===== src/rtl/tld_pkg.sv =====
// Shared constants, types and helper functions of the three-level debounce.
`default_nettype none
package tld_pkg;

	// Level encoding
	typedef logic [1:0] level_t;
	localparam level_t LVL_UNKNOWN = 2'd0;
	localparam level_t LVL_LOW     = 2'd1;
	localparam level_t LVL_MEDIUM  = 2'd2;
	localparam level_t LVL_HIGH    = 2'd3;

	// Parameter defaults
	localparam int SAMPLE_BITS_DEF = 12;
	localparam int TIME_BITS_DEF   = 16;

	// Fixed field widths
	localparam int THR_FIELD_BITS = 12;
	localparam int SLOT_BITS      = 16;
	localparam int TIMES_BITS     = 3 * SLOT_BITS;
	localparam int CODE_BITS      = 8;
	localparam int MAP_BITS       = 3 * CODE_BITS;
	localparam int MODE_BITS      = 2;
	localparam int CFG_DATA_BITS  = TIMES_BITS;
	localparam int CFG_IDX_BITS   = 3;

	// Register indexes
	localparam logic [CFG_IDX_BITS-1:0] REG_THR_LOW   = 3'd0;
	localparam logic [CFG_IDX_BITS-1:0] REG_THR_HIGH  = 3'd1;
	localparam logic [CFG_IDX_BITS-1:0] REG_TICK_UNIT = 3'd2;
	localparam logic [CFG_IDX_BITS-1:0] REG_FILT_TIME = 3'd3;
	localparam logic [CFG_IDX_BITS-1:0] REG_HOLD_TIME = 3'd4;
	localparam logic [CFG_IDX_BITS-1:0] REG_MODE      = 3'd5;
	localparam logic [CFG_IDX_BITS-1:0] REG_START_LVL = 3'd6;
	localparam logic [CFG_IDX_BITS-1:0] REG_MAP_CODES = 3'd7;

	// Stage modes
	localparam logic [MODE_BITS-1:0] MODE_CLASSIFY = 2'd0;
	localparam logic [MODE_BITS-1:0] MODE_FILTER   = 2'd1;
	localparam logic [MODE_BITS-1:0] MODE_HOLD     = 2'd2;

	// Reset values of the registers
	localparam logic [THR_FIELD_BITS-1:0] THR_HIGH_RST  = 12'hFFF;
	localparam logic [SLOT_BITS-1:0]      TICK_UNIT_RST = 16'd1;
	localparam logic [MAP_BITS-1:0]       MAP_CODES_RST = 24'd3211521;

	// Level flags of the debounce state
	typedef struct packed {
		level_t cur;
		level_t prev;
		level_t filt;
		level_t hold;
		logic   counting;
	} tld_lvl_t;

	// Time slot of a known level from a packed times register
	function automatic logic [SLOT_BITS-1:0] slot_time(input logic [TIMES_BITS-1:0] times,
			input level_t lvl);
		logic [SLOT_BITS-1:0] t;
		case (lvl)
			LVL_LOW:    t = times[SLOT_BITS-1:0];
			LVL_MEDIUM: t = times[2*SLOT_BITS-1:SLOT_BITS];
			LVL_HIGH:   t = times[3*SLOT_BITS-1:2*SLOT_BITS];
			default:    t = '0;
		endcase
		return t;
	endfunction

	// Mapped code of a level, zero when unknown
	function automatic logic [CODE_BITS-1:0] level_code(input logic [MAP_BITS-1:0] map,
			input level_t lvl);
		logic [CODE_BITS-1:0] c;
		case (lvl)
			LVL_LOW:    c = map[CODE_BITS-1:0];
			LVL_MEDIUM: c = map[2*CODE_BITS-1:CODE_BITS];
			LVL_HIGH:   c = map[3*CODE_BITS-1:2*CODE_BITS];
			default:    c = '0;
		endcase
		return c;
	endfunction

endpackage
`default_nettype wire


===== src/rtl/tld_in_if.sv =====
// Sample request channel: valid/ready plus one sample and its enable bit.
`default_nettype none
interface tld_in_if #(
	parameter int SAMPLE_BITS = 12
);
	logic                   valid;
	logic                   ready;
	logic [SAMPLE_BITS-1:0] sample;
	logic                   active;

	modport source (output valid, output sample, output active, input ready);
	modport sink   (input valid, input sample, input active, output ready);
endinterface
`default_nettype wire


===== src/rtl/tld_out_if.sv =====
// Result request channel: valid/ready plus the three levels and their codes.
`default_nettype none
interface tld_out_if;
	logic       valid;
	logic       ready;
	logic [1:0] raw_level;
	logic [1:0] filtered_level;
	logic [1:0] held_level;
	logic [7:0] raw_code;
	logic [7:0] filtered_code;
	logic [7:0] held_code;

	modport source (output valid, output raw_level, output filtered_level, output held_level,
		output raw_code, output filtered_code, output held_code, input ready);
	modport sink   (input valid, input raw_level, input filtered_level, input held_level,
		input raw_code, input filtered_code, input held_code, output ready);
endinterface
`default_nettype wire


===== src/rtl/tld_cfg_if.sv =====
// Configuration write channel: valid/ready plus register index and data.
`default_nettype none
interface tld_cfg_if;
	logic        valid;
	logic        ready;
	logic [2:0]  index;
	logic [47:0] data;

	modport source (output valid, output index, output data, input ready);
	modport sink   (input valid, input index, input data, output ready);
endinterface
`default_nettype wire


===== src/rtl/tristate_level_debounce_core.sv =====
// Top level of the three-level threshold debounce with hold.
//
//   channel | dir | handshake     | payload
//   din     | in  | valid / ready | sample, active
//   dout    | out | valid / ready | raw/filtered/held level and code
//   cfg     | in  | valid / ready | index, data (register write)
//
// One sample per clock while the result is not stalled: an accepted sample is
// captured in the input register, its next state and result are worked out
// there and land in the result register, which drives dout.valid. The state
// update is a single add, saturate and compare per counter. Reset clears
// handshake state, loads register defaults and puts all levels of the debounce
// state at unknown. A stalled result holds the input register; a new sample is
// still taken while the result waits alone.
// Configuration writes are always accepted.
`default_nettype none
module tristate_level_debounce_core #(
	parameter int SAMPLE_BITS = tld_pkg::SAMPLE_BITS_DEF,
	parameter int TIME_BITS   = tld_pkg::TIME_BITS_DEF
) (
	input  wire logic clk,
	input  wire logic arst_n,
	tld_in_if.sink    din,
	tld_out_if.source dout,
	tld_cfg_if.sink   cfg
);
	import tld_pkg::*;

	// Configuration registers
	logic [SAMPLE_BITS-1:0] thr_low_q;
	logic [SAMPLE_BITS-1:0] thr_high_q;
	logic [SLOT_BITS-1:0]   tick_unit_q;
	logic [TIMES_BITS-1:0]  filt_times_q;
	logic [TIMES_BITS-1:0]  hold_times_q;
	logic [MODE_BITS-1:0]   mode_q;
	logic [MAP_BITS-1:0]    map_codes_q;

	// Debounce state
	tld_lvl_t               lvl_q;
	logic [TIME_BITS-1:0]   fcnt_q;
	logic [TIME_BITS-1:0]   hcnt_q;
	tld_lvl_t               lvl_d;
	logic [TIME_BITS-1:0]   fcnt_d;
	logic [TIME_BITS-1:0]   hcnt_d;
	tld_lvl_t               lvl_upd;

	// Input stage
	logic                   valid_s1;
	logic [SAMPLE_BITS-1:0] sample_s1;
	logic                   active_s1;

	// Result register
	logic                   out_valid_q;
	level_t                 raw_lvl_q;
	level_t                 filt_lvl_q;
	level_t                 hold_lvl_q;
	logic [CODE_BITS-1:0]   raw_code_q;
	logic [CODE_BITS-1:0]   filt_code_q;
	logic [CODE_BITS-1:0]   hold_code_q;

	logic                   advance;
	logic                   in_take;
	logic                   cfg_wr;
	logic                   filt_wr;
	logic                   hold_wr;
	logic                   start_wr;

	assign advance  = valid_s1 && (!out_valid_q || dout.ready);
	assign din.ready = !valid_s1 || advance;
	assign in_take  = din.valid && din.ready;
	assign cfg.ready = 1'b1;
	assign cfg_wr   = cfg.valid;
	assign filt_wr  = cfg_wr && (cfg.index == REG_FILT_TIME);
	assign hold_wr  = cfg_wr && (cfg.index == REG_HOLD_TIME);
	assign start_wr = cfg_wr && (cfg.index == REG_START_LVL);

	// Capture an accepted request
	always_ff @(posedge clk or negedge arst_n) begin
		if (!arst_n) begin
			valid_s1 <= 1'b0;
		end else if (din.ready) begin
			valid_s1 <= din.valid;
		end
	end

	always_ff @(posedge clk) begin
		if (in_take) begin
			sample_s1 <= din.sample;
			active_s1 <= din.active;
		end
	end

	tld_step #(
		.SAMPLE_BITS (SAMPLE_BITS),
		.TIME_BITS   (TIME_BITS)
	) u_step (
		.thr_low    (thr_low_q),
		.thr_high   (thr_high_q),
		.tick_unit  (tick_unit_q),
		.filt_times (filt_times_q),
		.hold_times (hold_times_q),
		.mode       (mode_q),
		.active     (active_s1),
		.sample     (sample_s1),
		.lvl_cur    (lvl_q),
		.fcnt_cur   (fcnt_q),
		.hcnt_cur   (hcnt_q),
		.lvl_nxt    (lvl_d),
		.fcnt_nxt   (fcnt_d),
		.hcnt_nxt   (hcnt_d)
	);

	// Write configuration registers
	always_ff @(posedge clk or negedge arst_n) begin
		if (!arst_n) begin
			thr_low_q    <= '0;
			thr_high_q   <= SAMPLE_BITS'(THR_HIGH_RST);
			tick_unit_q  <= TICK_UNIT_RST;
			filt_times_q <= '0;
			hold_times_q <= '0;
			mode_q       <= MODE_CLASSIFY;
			map_codes_q  <= MAP_CODES_RST;
		end else if (cfg_wr) begin
			case (cfg.index)
				REG_THR_LOW:   thr_low_q    <= SAMPLE_BITS'(cfg.data[THR_FIELD_BITS-1:0]);
				REG_THR_HIGH:  thr_high_q   <= SAMPLE_BITS'(cfg.data[THR_FIELD_BITS-1:0]);
				REG_TICK_UNIT: tick_unit_q  <= cfg.data[SLOT_BITS-1:0];
				REG_FILT_TIME: filt_times_q <= cfg.data[TIMES_BITS-1:0];
				REG_HOLD_TIME: hold_times_q <= cfg.data[TIMES_BITS-1:0];
				REG_MODE:      mode_q       <= cfg.data[MODE_BITS-1:0];
				REG_MAP_CODES: map_codes_q  <= cfg.data[MAP_BITS-1:0];
				default:       mode_q       <= mode_q;
			endcase
		end
	end

	// Merge the stepped levels with a start level load
	always_comb begin
		lvl_upd = advance ? lvl_d : lvl_q;
		if (start_wr) begin
			lvl_upd.filt = level_t'(cfg.data[1:0]);
			lvl_upd.hold = level_t'(cfg.data[1:0]);
		end
	end

	// Advance debounce state; register writes clear or load it
	always_ff @(posedge clk or negedge arst_n) begin
		if (!arst_n) begin
			lvl_q  <= '{cur: LVL_UNKNOWN, prev: LVL_UNKNOWN, filt: LVL_UNKNOWN,
				hold: LVL_UNKNOWN, counting: 1'b0};
			fcnt_q <= '0;
			hcnt_q <= '0;
		end else begin
			lvl_q <= lvl_upd;
			if (filt_wr) begin
				fcnt_q <= '0;
			end else if (advance) begin
				fcnt_q <= fcnt_d;
			end
			if (hold_wr) begin
				hcnt_q <= '0;
			end else if (advance) begin
				hcnt_q <= hcnt_d;
			end
		end
	end

	// Hold the result until taken
	always_ff @(posedge clk or negedge arst_n) begin
		if (!arst_n) begin
			out_valid_q <= 1'b0;
		end else if (advance) begin
			out_valid_q <= 1'b1;
		end else if (dout.ready) begin
			out_valid_q <= 1'b0;
		end
	end

	always_ff @(posedge clk) begin
		if (advance) begin
			raw_lvl_q   <= lvl_d.cur;
			filt_lvl_q  <= lvl_d.filt;
			hold_lvl_q  <= lvl_d.hold;
			raw_code_q  <= level_code(map_codes_q, lvl_d.cur);
			filt_code_q <= level_code(map_codes_q, lvl_d.filt);
			hold_code_q <= level_code(map_codes_q, lvl_d.hold);
		end
	end

	assign dout.valid          = out_valid_q;
	assign dout.raw_level      = raw_lvl_q;
	assign dout.filtered_level = filt_lvl_q;
	assign dout.held_level     = hold_lvl_q;
	assign dout.raw_code       = raw_code_q;
	assign dout.filtered_code  = filt_code_q;
	assign dout.held_code      = hold_code_q;

endmodule
`default_nettype wire


===== src/rtl/tld_step.sv =====
// Next-state logic of one sample: classify, filter and hold.
`default_nettype none
module tld_step #(
	parameter int SAMPLE_BITS = tld_pkg::SAMPLE_BITS_DEF,
	parameter int TIME_BITS   = tld_pkg::TIME_BITS_DEF
) (
	input  wire logic [SAMPLE_BITS-1:0]             thr_low,
	input  wire logic [SAMPLE_BITS-1:0]             thr_high,
	input  wire logic [tld_pkg::SLOT_BITS-1:0]      tick_unit,
	input  wire logic [tld_pkg::TIMES_BITS-1:0]     filt_times,
	input  wire logic [tld_pkg::TIMES_BITS-1:0]     hold_times,
	input  wire logic [tld_pkg::MODE_BITS-1:0]      mode,
	input  wire logic                               active,
	input  wire logic [SAMPLE_BITS-1:0]             sample,
	input  wire tld_pkg::tld_lvl_t                  lvl_cur,
	input  wire logic [TIME_BITS-1:0]               fcnt_cur,
	input  wire logic [TIME_BITS-1:0]               hcnt_cur,
	output tld_pkg::tld_lvl_t                       lvl_nxt,
	output logic [TIME_BITS-1:0]                    fcnt_nxt,
	output logic [TIME_BITS-1:0]                    hcnt_nxt
);
	import tld_pkg::*;

	localparam int SUM_BITS = ((TIME_BITS > SLOT_BITS) ? TIME_BITS : SLOT_BITS) + 1;
	localparam logic [TIME_BITS-1:0] COUNT_MAX = {TIME_BITS{1'b1}};

	level_t              cls;
	logic [SUM_BITS-1:0] fsum;
	logic [SUM_BITS-1:0] hsum;
	logic [TIME_BITS-1:0] fsat;
	logic [TIME_BITS-1:0] hsat;
	logic                filt_on;
	logic                hold_on;

	// Classify against the two thresholds
	always_comb begin
		if (sample >= thr_high) begin
			cls = LVL_HIGH;
		end else if (sample >= thr_low) begin
			cls = LVL_MEDIUM;
		end else begin
			cls = LVL_LOW;
		end
	end

	// Saturating counter sums
	assign fsum = SUM_BITS'(fcnt_cur) + SUM_BITS'(tick_unit);
	assign hsum = SUM_BITS'(hcnt_cur) + SUM_BITS'(tick_unit);
	assign fsat = (fsum > SUM_BITS'(COUNT_MAX)) ? COUNT_MAX : fsum[TIME_BITS-1:0];
	assign hsat = (hsum > SUM_BITS'(COUNT_MAX)) ? COUNT_MAX : hsum[TIME_BITS-1:0];

	assign filt_on = (mode != MODE_CLASSIFY);
	assign hold_on = mode[1];

	// Advance filter, then hold on the freshly filtered level
	always_comb begin
		lvl_nxt  = lvl_cur;
		fcnt_nxt = fcnt_cur;
		hcnt_nxt = hcnt_cur;
		if (active) begin
			lvl_nxt.cur = cls;
			if (filt_on) begin
				if (cls != lvl_cur.prev) begin
					lvl_nxt.prev     = cls;
					fcnt_nxt         = '0;
					lvl_nxt.counting = 1'b1;
				end else if (lvl_cur.counting) begin
					fcnt_nxt = fsat;
					if (SUM_BITS'(fsat) >= SUM_BITS'(slot_time(filt_times, cls))) begin
						lvl_nxt.counting = 1'b0;
						lvl_nxt.filt     = cls;
					end
				end
				if (hold_on) begin
					if (lvl_cur.hold == lvl_nxt.filt) begin
						hcnt_nxt = '0;
					end else if (lvl_cur.hold == LVL_UNKNOWN ||
							SUM_BITS'(hsat) >= SUM_BITS'(slot_time(hold_times, lvl_cur.hold))) begin
						lvl_nxt.hold = lvl_nxt.filt;
						hcnt_nxt     = '0;
					end else begin
						hcnt_nxt = hsat;
					end
				end
			end
		end
	end

endmodule
`default_nettype wire

===== src/flat_wrapper.sv =====
// flat-port wrapper written by rule: the top's interface ports become plain ports
module tristate_level_debounce_core_flat import tld_pkg::*;
#(
	parameter int SAMPLE_BITS = tld_pkg::SAMPLE_BITS_DEF,
	parameter int TIME_BITS   = tld_pkg::TIME_BITS_DEF
)
  (clk, arst_n, din_valid, din_sample, din_active, din_ready, dout_valid, dout_raw_level, dout_filtered_level, dout_held_level, dout_raw_code, dout_filtered_code, dout_held_code, dout_ready, cfg_valid, cfg_index, cfg_data, cfg_ready);
  tld_in_if #(.SAMPLE_BITS(SAMPLE_BITS)) din_i ();
  tld_out_if dout_i ();
  tld_cfg_if cfg_i ();
  input  wire logic clk;
  input  wire logic arst_n;
  input wire logic [$bits(din_i.valid)-1:0] din_valid;
  input wire logic [$bits(din_i.sample)-1:0] din_sample;
  input wire logic [$bits(din_i.active)-1:0] din_active;
  output wire logic [$bits(din_i.ready)-1:0] din_ready;
  output wire logic [$bits(dout_i.valid)-1:0] dout_valid;
  output wire logic [$bits(dout_i.raw_level)-1:0] dout_raw_level;
  output wire logic [$bits(dout_i.filtered_level)-1:0] dout_filtered_level;
  output wire logic [$bits(dout_i.held_level)-1:0] dout_held_level;
  output wire logic [$bits(dout_i.raw_code)-1:0] dout_raw_code;
  output wire logic [$bits(dout_i.filtered_code)-1:0] dout_filtered_code;
  output wire logic [$bits(dout_i.held_code)-1:0] dout_held_code;
  input wire logic [$bits(dout_i.ready)-1:0] dout_ready;
  input wire logic [$bits(cfg_i.valid)-1:0] cfg_valid;
  input wire logic [$bits(cfg_i.index)-1:0] cfg_index;
  input wire logic [$bits(cfg_i.data)-1:0] cfg_data;
  output wire logic [$bits(cfg_i.ready)-1:0] cfg_ready;
  assign din_i.valid = din_valid;
  assign din_i.sample = din_sample;
  assign din_i.active = din_active;
  assign din_ready = din_i.ready;
  assign dout_valid = dout_i.valid;
  assign dout_raw_level = dout_i.raw_level;
  assign dout_filtered_level = dout_i.filtered_level;
  assign dout_held_level = dout_i.held_level;
  assign dout_raw_code = dout_i.raw_code;
  assign dout_filtered_code = dout_i.filtered_code;
  assign dout_held_code = dout_i.held_code;
  assign dout_i.ready = dout_ready;
  assign cfg_i.valid = cfg_valid;
  assign cfg_i.index = cfg_index;
  assign cfg_i.data = cfg_data;
  assign cfg_ready = cfg_i.ready;
  tristate_level_debounce_core #(.SAMPLE_BITS(SAMPLE_BITS), .TIME_BITS(TIME_BITS)) u_core (.clk(clk), .arst_n(arst_n), .din(din_i), .dout(dout_i), .cfg(cfg_i));
endmodule

===== config.mk =====
export PLATFORM = sky130hd
export DESIGN_NAME = tristate_level_debounce_core_flat
export DESIGN_NICKNAME = d
export VERILOG_FILES = /design/src/rtl/tld_pkg.sv /design/src/rtl/tld_in_if.sv /design/src/rtl/tld_out_if.sv /design/src/rtl/tld_cfg_if.sv /design/src/rtl/tristate_level_debounce_core.sv /design/src/rtl/tld_step.sv /design/src/flat_wrapper.sv
export SDC_FILE = /design/constraint.sdc
export NUM_CORES = 1
export LEC_CHECK = 0
export BUFFER_PORTS_ARGS = -buffer_cell sky130_fd_sc_hd__buf_2
export CORE_ASPECT_RATIO = 0.75
export CORE_MARGIN = 2
export CORE_UTILIZATION = 40
export DETAILED_ROUTE_END_ITERATION = 6
export MAX_ROUTING_LAYER = met4
export PLACE_DENSITY = 0.61
export SYNTH_ARGS = -nofsm -noshare
export SYNTH_HDL_FRONTEND = slang
export SYNTH_SLANG_ARGS = --single-unit

===== constraint.sdc =====
create_clock -name clk -period 7.3 [get_ports clk]
set_clock_uncertainty 0.05 [all_clocks]
set_input_delay 0.73 -clock clk [delete_from_list [all_inputs] [get_ports clk]]
set_output_delay 0.73 -clock clk [all_outputs]
set_load 0.05 [all_outputs]

==> impl_metrics.py <==
metrics = {
    "floorplan": {
        "core_area_sq_mm": 0.0324,
        "dieArea_sq_mm": 0.0343,
        "io_pins": 102,
        "rows": 57,
        "die_h_microns": 161,
        "initial_core_util": 0.405,
        "die_width_microns": 213,
    },
    "power": {
        "p_comb_frac": 0.434,
        "p_seq_frac": 0.325,
        "powerDensity_mw_per_mm2": 414,
        "sw_frac_of_total": 0.391,
        "p_leak_nw": 6.96,
        "ir_drop_mv": 0.210,
        "intPower_w": 0.00382,
        "power.switching_w": 0.00245,
        "clkPwrFrac": 0.241,
    },
    "sta": {
        "min_period_ns": 6.12,
        "rsz0062_at_grt": "false",
        "worstMarginPinSlew_ns": 1.17,
        "fmax_mhz": 164,
        "fin_setup_tns_ns": 0,
        "finalSetupViolCount": 0,
        "holdWs_ns": 0.198,
        "relSlewSlack": 0.214,
        "drv_slew": 0,
        "period_share": 0.838,
        "finalHoldViolCount": 0,
    },
    "setup_path": {
        "startpoint_type": "flop",
        "reg2regPathDepth": 21,
        "slowest_delay_ns": 0.70,
        "cp_num_buf_inv": 1,
        "crit_fanout": 18,
        "path_depth": 21,
        "critPathSlowestCell": "nand3_1",
        "critPathKind": "reg -> reg",
        "end_kind": "flop",
        "arrival_ns": 6.35,
        "crit_family": "compound AO/OA/AOI/OAI gates",
        "required_ns": 7.53,
        "crit_path_cell_trace": "ha_1 > inv_1 > fa_1 > nor2b_1 > o31a_1 > nor4_1 > o31ai_1 > o41ai_2 > o21ai_0 > a21o_1 > nor2_1 > ha_1 > nand2b_1 > a2111oi_0 > o31ai_1 > o211ai_1 > nor2_1 > o2111ai_1 > nand3_1 > mux2i_1 > o21ai_0",
        "reg2reg_slack_ns": 1.18,
    },
    "clock_network": {
        "cts_root_buf": "clkbuf_16",
        "clkTransAtPathRegs_ns": 0.06,
        "numCtsBuffers": 28,
        "clkSinkCount": 248,
        "cts.path.max_buffers": 3,
        "cts_setup_buffers": 0,
        "clk_latency_ns": 0.56,
        "cts_tree": "yes",
        "cts_hold_buf": 0,
        "htree_num_levels": 1,
        "cts_resized": 0,
    },
    "route": {
        "first_pass_iters": 5,
        "wl_microns": 34000,
        "route.detailed.drc": 0,
        "vias": 9263,
        "vias_per_cell": 5.39,
        "drt_iter0_drc": 612,
        "ant_nets": 0,
        "drt-wirelength-per-cell_microns": 19.8,
    },
    "grt": {
        "grtUsageTotal": 0.208,
        "gr-total-overflow": 0,
        "grt_pass1_wl_microns": 53200,
        "grt_max_degree": 93,
        "grt_pass1_vias": 8942,
        "antenna_found_initial": 4,
    },
    "placement": {
        "dp_hpwl_microns": 24000,
        "io_buffers": 100,
        "place_congestion": 0.829,
        "dp_cells": 1664,
    },
    "outcome": {
        "status": "finished clean",
    },
    "yosys": {
        "syn_inst": 1153,
        "synth_fp_nets": 1312,
        "synth_top_area_share": 0.357,
        "syn_area_sq_mm": 0.0131,
        "synth_largest_area_cell": "dfrtp_1",
        "synth_area_leaders": "dfrtp_1 (36%), mux2_2 (12%), edfxtp_1 (9.8%)",
        "yosysWarnings": 0,
        "synth_area_per_cell_sq_um": 11.4,
        "ys_top_cells_by_count": "dfrtp_1 (187), mux2_2 (142), ha_1 (88)",
        "synth_most_common_cell": "dfrtp_1",
        "seq_area_frac_synth": 0.491,
        "synthArstFlopShare": 0.827,
        "synth_seq_cells": 248,
        "synth-main-ff-cell": "dfrtp_1",
        "ys_types": 61,
        "synth_edf_count": 43,
    },
    "layout": {
        "fill_cells": 2986,
        "fin_cells": 1718,
        "areaGrowthSynthToFinish_pct": 15.4,
        "finalNetCount": 1411,
        "drive_gt1_frac": 0.265,
    },
    "min_path": {
        "min_path_type": "in -> async",
    },
    "run": {
        "drv_cap": 0,
    },
}
==> cells by family (layout without fill, tap and decap cells) <==
kind of cell             count (synthesis)  after routing  share of synthesized area
AO/OA/AOI/OAI                          252            252                      0.127
flip-flops                             248            248                      0.491
AND/OR/NAND/NOR                        236            236                     0.0808
multiplexers                           199            199                      0.165
buffers and inverters                  101            222                     0.0311
adder cells (fa/ha/maj)                 90             90                     0.0870
XOR/XNOR                                26             26                     0.0174
other                                    1              3                   0.000286
==> sequential cells by signal, summed over array words and instances, names as in the netlist, 8 cells and up <==
signal / flops
u_core.thr_high_q: 12
u_core.dout.held_code: 8
u_core.filt_times_q: 48
u_core.dout.filtered_code: 8
u_core.lvl_q: 9
u_core.hold_times_q: 48
u_core.hcnt_q: 16
u_core.thr_low_q: 12
u_core.sample_s1: 12
u_core.map_codes_q: 24
u_core.fcnt_q: 16
u_core.dout.raw_code: 8
u_core.tick_unit_q: 16
==> layer usage <==
layer  track usage  share of wire  up-vias
li1              -              -     4393
met5             -              0        -
met4        0.0527          0.021        0
met1         0.316           0.50     4586
met3        0.0274          0.052       37
met2         0.291           0.43      247
==> cell type report <==
class	count	area, sq um	share of cell area
diodes	2	5.00	0.000331
clock buffers	41	832	0.0550
clock inverters	11	166	0.0110
inverters	53	199	0.0131
multi-input cells	804	6300	0.416
flip-flops and latches	248	6440	0.426
well taps	442	553	0.0365
repair buffers	117	637	0.0421
==> cells in the final DEF (no fill, tap or decap), types with 16 or more instances in the layout <==
| cell type | instances |
|---|---|
| dfrtp_1 | 187 |
| mux2_2 | 142 |
| buf_2 | 99 |
| ha_1 | 88 |
| nand2_1 | 80 |
| nor2_1 | 76 |
| o21ai_0 | 66 |
| a21oi_1 | 58 |
| mux2i_1 | 57 |
| inv_1 | 51 |
| edfxtp_1 | 43 |
| clkbuf_16 | 30 |
| o2bb2ai_1 | 22 |
| a21o_1 | 19 |
| dfstp_2 | 18 |
| buf_4 | 17 |
| nand3_1 | 16 |
| a22o_1 | 16 |
==> stage by stage <==
stage          setup WS (ns)  total power (W)  instance area (sq um)  utilization
2_1_floorplan           2.10          0.00403                  13100            -
3_3_place_gp            1.35          0.00469                  14100        0.437
3_5_place_dp            1.17          0.00476                  14100        0.437
4_1_cts                 1.13          0.00630                  15100        0.467
5_1_grt                0.523          0.00671                  15100        0.467
6_report                1.18          0.00627                  15100        0.468
==> power groups by stage <==
stage / Combinational [W] / Clock, W / Sequential (W)
final: 0.00272 / 0.00151 / 0.00204
after global routing: 0.00303 / 0.00160 / 0.00208
after CTS: 0.00272 / 0.00154 / 0.00203
after detailed placement: 0.00271 / 0 / 0.00205
after global placement: 0.00264 / 0 / 0.00205
after floorplan: 0.00187 / 0 / 0.00216
==> worst paths after layout <==
check / startpoint / endpoint
worst max-delay path: u_core.tick_unit_q[0] / u_core.dout.filtered_code[4]
worst min-delay path: arst_n / u_core.filt_times_q[11]
worst max register to register: u_core.tick_unit_q[0] / u_core.dout.filtered_code[4]
worst min register to register: u_core.valid_s1 / u_core.dout.valid
max in group asynchronous: arst_n / u_core.thr_low_q[4]
min in group clk: din_sample[11] / u_core.sample_s1[11]
No activity file was read; power rests on OpenSTA's default activity.
